### src/rtl/vfa_sqrt_pipe.sv
// Pipelined integer square root, one root bit resolved per register stage.
// Carries an opaque side payload alongside each radicand.
// Depends on nothing beyond the clock and reset.
`timescale 1ns / 1ps

module vfa_sqrt_pipe #(
	parameter int ROOT_W = 32,
	parameter int PASS_W = 8
) (
	input  logic                  clk,
	input  logic                  arst_n,
	input  logic                  in_valid,
	input  logic [2*ROOT_W-1:0]   rad,
	input  logic [PASS_W-1:0]     pass_in,
	output logic                  out_valid,
	output logic [ROOT_W-1:0]     root,
	output logic [PASS_W-1:0]     pass_out
);

	localparam int RW = ROOT_W + 2;
	localparam int TW = ROOT_W + 4;
	localparam int AW = 2 * ROOT_W;

	logic              vld_s  [ROOT_W];
	logic [RW-1:0]     rem_s  [ROOT_W];
	logic [ROOT_W-1:0] root_s [ROOT_W];
	logic [AW-1:0]     rad_s  [ROOT_W];
	logic [PASS_W-1:0] pas_s  [ROOT_W];

	// One stage per root bit: bring down two radicand bits and try a one.
	for (genvar k = 0; k < ROOT_W; k++) begin : g_step
		logic              vld_i;
		logic [RW-1:0]     rem_i;
		logic [ROOT_W-1:0] root_i;
		logic [AW-1:0]     rad_i;
		logic [PASS_W-1:0] pas_i;
		logic [TW-1:0]     t;
		logic [TW-1:0]     trial;
		logic [TW-1:0]     diff;
		logic              ge;

		if (k == 0) begin : g_head
			assign vld_i  = in_valid;
			assign rem_i  = '0;
			assign root_i = '0;
			assign rad_i  = rad;
			assign pas_i  = pass_in;
		end else begin : g_tail
			assign vld_i  = vld_s[k-1];
			assign rem_i  = rem_s[k-1];
			assign root_i = root_s[k-1];
			assign rad_i  = rad_s[k-1];
			assign pas_i  = pas_s[k-1];
		end

		// Trial subtraction of four times the root plus one.
		always_comb begin
			t     = {rem_i, rad_i[AW-1 -: 2]};
			trial = {2'b00, root_i, 2'b01};
			ge    = (t >= trial);
			diff  = t - trial;
		end

		// Valid bit of this stage.
		always_ff @(posedge clk or negedge arst_n) begin
			if (!arst_n) begin
				vld_s[k] <= 1'b0;
			end else begin
				vld_s[k] <= vld_i;
			end
		end

		// Data of this stage.
		always_ff @(posedge clk) begin
			rem_s[k]  <= ge ? diff[RW-1:0] : t[RW-1:0];
			root_s[k] <= {root_i[ROOT_W-2:0], ge};
			rad_s[k]  <= {rad_i[AW-3:0], 2'b00};
			pas_s[k]  <= pas_i;
		end
	end

	assign out_valid = vld_s[ROOT_W-1];
	assign root      = root_s[ROOT_W-1];
	assign pass_out  = pas_s[ROOT_W-1];

endmodule

### config.mk
export PLATFORM = sky130hd
export DESIGN_NAME = vfa_sqrt_pipe
export DESIGN_NICKNAME = d
export VERILOG_FILES = /design/src/rtl/vfa_sqrt_pipe.sv
export SDC_FILE = /design/constraint.sdc
export NUM_CORES = 2
export LEC_CHECK = 0
export BUFFER_PORTS_ARGS = -buffer_cell sky130_fd_sc_hd__buf_2
export CAP_MARGIN = 20
export CORE_MARGIN = 10
export CORE_UTILIZATION = 65
export DETAILED_ROUTE_END_ITERATION = 8
export GPL_ROUTABILITY_DRIVEN = 0
export PLACE_DENSITY = 0.85
export REMOVE_ABC_BUFFERS = 1
export SYNTH_ARGS = -nofsm -noshare
export SYNTH_HDL_FRONTEND = slang
export SYNTH_MEMORY_MAX_BITS = 65536
export SYNTH_SLANG_ARGS = --single-unit
### constraint.sdc
create_clock -name clk -period 7.52 [get_ports clk]
set_input_delay 0.376 -clock clk [delete_from_list [all_inputs] [get_ports clk]]
set_output_delay 0.376 -clock clk [all_outputs]
set_load 0.1 [all_outputs]
# Word-level counts from Yosys, hierarchy flattened
# Memories as Yosys holds them, arrays and structs flattened.
# Cells that the tools add are included.
op_classes:
  n_lt_le_gt_ge: 32
  bitwise: 0
  mul: 0
  addsub: 32
  muxes: 32
  n_reduce_logical: 0
  n_shift: 0
  eq_ne: 0
  div_mod_pow: 0
op_table:
  columns: ["op", "n"]
  rows:
  - ["36-bit by 34-bit greater-or-equal comparator with 1-bit output", 31]
  - ["34-bit 2-to-1 mux", 32]
  - ["34-bit subtractor", 31]
  - ["2-bit by 1-bit subtractor with 3-bit output (second input constant)", 1]
  - ["2-bit by 1-bit greater-or-equal comparator with 1-bit output (second input constant)", 1]
word_totals:
  in_bits: 75
  romBits: 0
  n_memories: 4
  latch_bits: 0
  register_bits: 32
  ramBits: 4352
  elab_cells: 132
memory_table:
  columns: ["name", "words", "word_bits", "rd", "rd_ports_with_merged_regs", "write_ports", "line", "source"]
  rows:
  - ["rad_s", 32, 62, 31, 0, 32, "27", "logic [AW-1:0] rad_s [ROOT_W];"]
  - ["rem_s", 32, 34, 31, 0, 32, "25", "logic [RW-1:0] rem_s [ROOT_W];"]
  - ["root_s", 32, 32, 32, 0, 32, "26", "logic [ROOT_W-1:0] root_s [ROOT_W];"]
  - ["pas_s", 32, 8, 32, 0, 32, "28", "logic [PASS_W-1:0] pas_s [ROOT_W];"]

# Logic depth before layout (Yosys ltp)
# An unclocked memory read counts as a cell.
logic_depth:
  depth_word: 3
  mapped_depth: 14

# Worst setup path after synthesis
# Ideal clock, no wire load.
synth_path:
  path_type: "register to register"
  startpoint: "mem root_s[28][0], in the netlist root_s[7][0]"
  endpoint: "mem rem_s[1][446] (netlist name)"
  arrival_time_ns: 3.117
  setup_slack_ns: 4.282
  stages_incl_launch_ff: 12
  synth_period_minus_slack_ns: 3.238
  t_required_ns: 7.399
  n_path_buf: 1
  cell_sequence: "dfxtp_1 > inv_1 > ha_1 > nor2b_1 > o31a_1 > o22a_1 > a221oi_1 > a211o_1 > o211ai_1 > a21oi_1 > clkbuf_1 > mux2_2"
synth_rtl:
  columns: ["item", "line"]
  rows:
  - ["from (decl)", "26"]
  - ["to (decl)", "25"]

==> impl_metrics.json <==
{
  "synth_area_per_cell_um2": 10.4,
  "cts_tree": "built",
  "synth_area_um2": 98400,
  "grt.met1_usage_pct": 27.8,
  "slew_headroom_pct": 26.7,
  "power_w": 0.0382,
  "n_antenna_cell": 0,
  "pwr-share-seq_pct": 49.3,
  "netlist_top_cells_area": "dfxtp_1, ha_1, xor2_1",
  "postRouteAntennaNets": 0,
  "period_minus_slack_ns": 4.16,
  "maxCapViolations": 0,
  "pwr-share-clk_pct": 36.4,
  "grt_pass1_vias": 68800,
  "switchingPower_w": 0.0102,
  "grt_overflow_total": 0,
  "grt.total_usage_pct": 24.0,
  "fmax_ghz": 0.241,
  "synth-seq-cells": 2811,
  "combPwrFrac_pct": 14.4,
  "hold_viol": 0,
  "fin_crit_sh_pct": 55.3,
  "critPathMaxFanout": 17,
  "power_density_nw_per_um2": 344,
  "first_pass_iters": 8,
  "peakVddDrop_mv": 0.268,
  "worst_pin_slew_ns": 1.10,
  "path_clk_slew_ns": 0.06,
  "placed_cell_area_um2": 101000,
  "synth_async_sr_flop_share_pct": 1.14,
  "worst_path_largest_cell_delay_ns": 0.86,
  "final_cell_area_um2": 111000,
  "synth.yosys.warnings": 0,
  "cp_common_cell": "or4_1",
  "hold_slack_ns": 0.0537,
  "status": "finished clean",
  "synthDominantCellAreaShare_pct": 56.6,
  "die_area_um2": 167000,
  "min_path_type": "in2async",
  "start_util_pct": 65.5,
  "grt_use_met3_pct": 4.14,
  "dr.first_iter.drc_count": 5608,
  "crit_type": "reg2reg",
  "cp.required_ns": 8.26,
  "fill_cells": 9731,
  "crit_family": "simple AND/OR/NAND/NOR gates",
  "num_rows": 142,
  "finalNetCount": 10400,
  "core_area_um2": 150000,
  "ys_seq_area_share_pct": 57.4,
  "r2r_setup_slack_ns": 3.36,
  "top_usage_layer": "met2",
  "synth_top_flop_cell": "dfxtp_1",
  "cp_num_cells": 9,
  "htreeDepth": 5,
  "path_cells": "or4_1 -> or3_1 -> or4_1 -> nor3_1 -> nand2_1 -> nor2_1 -> or4_1 -> nor4b_1 -> xor2_1",
  "drt-total-wl_um": 207000,
  "critical_path.endpoint_type": "register",
  "antenna_found_initial": 3,
  "grt_pass1_wl_um": 338000,
  "worstPathBufferInverterCount": 0,
  "drive_above_1_share_pct": 7.20,
  "post_cts_buffers": 0,
  "die_w_um": 409,
  "setup_tns_ns": 0,
  "intPower_w": 0.0280,
  "clkLatencyLatePin_ns": 0.90,
  "areaGrowthSynthToFinish_pct": 13.0,
  "crit_slowest_cell": "nor2_1",
  "vias": 68300,
  "rsz0062_at_grt": "false",
  "slew_viol_final": 0,
  "hpwl_um": 146000,
  "startpoint_type": "register",
  "r2r.worst_path.cells": 9,
  "clock-sinks": 2811,
  "cp_data_arrival_time_ns": 4.90,
  "skew_ns": 0.0447,
  "grt_util_met2_pct": 42.6,
  "cts-root-buf": "clkbuf_16",
  "cts_hold_buf": 75,
  "ios": 116,
  "synth_top_area_cell": "dfxtp_1",
  "grt_max_degree": 58,
  "die_y_um": 409,
  "fin_util_pct": 74.0,
  "p_leak_nw": 51.8,
  "clock_path_buffers": 4,
  "swShare_pct": 26.8,
  "cts-buffers-inserted": 280,
  "setup_viol": 0,
  "postSynthCellCount": 9430,
  "port_buffers": 115,
  "wire_per_inst_um": 17.3,
  "vias_per_cell": 5.71,
  "synth_edf_count": 0,
  "post_cts_resized": 0,
  "ys_types": 94,
  "drcViolationCount": 0
}
-- placed cells by master (no fill, tap or decap), types with 25 or more instances in the layout --
cell / count
a21boi_0: 25
or2_2: 49
or3_1: 109
bufinv_16: 29
nor3_1: 236
clkinv_2: 40
o31ai_1: 65
nor4_1: 128
a21o_1: 220
nand3_1: 148
nand4_1: 77
or4_1: 66
clkbuf_8: 45
dfrtp_1: 32
o21a_1: 115
clkbuf_1: 48
dfxtp_1: 2779
a211oi_1: 45
a31oi_1: 46
dlygate4sd3_1: 75
nand2b_1: 97
xnor2_1: 405
nor2_1: 551
and3_1: 54
nand2_1: 622
o211ai_1: 34
ha_1: 562
and2_1: 30
nor2b_1: 78
inv_1: 717
o21bai_1: 47
mux2_2: 54
xor2_1: 437
clkbuf_16: 288
o21ai_0: 446
buf_2: 116
a21oi_1: 593
-- power groups by stage --
stage          Combinational [W]  Clock [W]  Sequential, W
2_1_floorplan            0.00417          0         0.0185
3_3_place_gp             0.00507          0         0.0190
3_5_place_dp             0.00529          0         0.0191
4_1_cts                  0.00541     0.0141         0.0188
5_1_grt                  0.00609     0.0147         0.0190
6_report                 0.00549     0.0139         0.0188
-- kinds of logic after synthesis --
family          Yosys count  synth area share [%]
xor+xnor                842                  7.50
mux                      73                 0.817
fa+ha+maj               562                  7.15
simple gates           2373                  12.0
flops                  2811                  57.4
other cells               1               0.00381
compound gates         1857                  11.7
buf+inv                 911                  3.49
-- layout make-up --
cell class / count / area [um^2] / area share, %
flip-flops and latches: 2811 / 56400 / 50.8
multi-input cells: 5708 / 38600 / 34.7
clock buffers: 381 / 8010 / 7.20
inverters: 721 / 2710 / 2.43
well taps: 2016 / 2520 / 2.27
repair buffers: 221 / 1600 / 1.44
clock inverters: 94 / 1290 / 1.16
-- routing by layer --
| metal | share of wire (%) | vias to the layer above | wire, um |
|---|---|---|---|
| li1 | - | 32800 | - |
| met1 | 39 | 32100 | 81500 |
| met2 | 49 | 2513 | 102000 |
| met3 | 6.2 | 812 | 12800 |
| met4 | 5.1 | 6 | 10600 |
| met5 | 0.015 | - | 31 |
-- Yosys cell counts (18+ instances only) --
| master | instances |
|---|---|
| a2111oi_0 | 21 |
| a211o_1 | 18 |
| a211oi_1 | 46 |
| a21boi_0 | 25 |
| a21o_1 | 220 |
| a21oi_1 | 595 |
| a31oi_1 | 49 |
| and2_1 | 30 |
| and3_1 | 54 |
| and4_1 | 18 |
| clkbuf_1 | 167 |
| dfrtp_1 | 32 |
| dfxtp_1 | 2779 |
| ha_1 | 562 |
| inv_1 | 717 |
| mux2_2 | 54 |
| nand2_1 | 622 |
| nand2b_1 | 97 |
| nand3_1 | 148 |
| nand4_1 | 77 |
| nand4b_1 | 24 |
| nor2_1 | 551 |
| nor2b_1 | 78 |
| nor3_1 | 237 |
| nor3b_1 | 20 |
| nor4_1 | 129 |
| o211ai_1 | 34 |
| o21a_1 | 115 |
| o21ai_0 | 446 |
| o21ai_1 | 23 |
| o21bai_1 | 47 |
| o31ai_1 | 65 |
| or2_2 | 49 |
| or3_1 | 109 |
| or4_1 | 66 |
| xnor2_1 | 405 |
| xor2_1 | 437 |
-- final timing paths --
kind / end / start
min in group clk: rad_s[0][41] / rad[41]
worst max-delay path: rem_s[0][229] / rem_s[0][192]
worst min-delay path: g_step[18].vld_i / arst_n
worst min register to register: rad_s[1][210] / rad_s[1][146]
worst max register to register: rem_s[0][229] / rem_s[0][192]
max in group asynchronous: g_step[29].vld_i / arst_n
-- state kept, by name, indices dropped and copies added, names as in the netlist --
register and flops:
rem_s 1003, g_step.vld_i 31, rad_s 992, pas_s 256, out_valid 1, root_s 528
-- stage by stage --
step,setup WS [ns],cells
after detailed placement,3.45,11400
after floorplan,2.75,9240
after global routing,3.16,12000
after global placement,3.72,11400
final,3.36,12000
after CTS,3.43,11900
-- worst register-to-register path: cells and delay by family (launching register included) --
kind / cells / cell delay [ns]
DFF: 1 / 0.34
and+or+nand+nor: 8 / 3.53
xor gates and xnor gates: 1 / 0.16
Note: power is estimated with default switching activity, not from simulation.
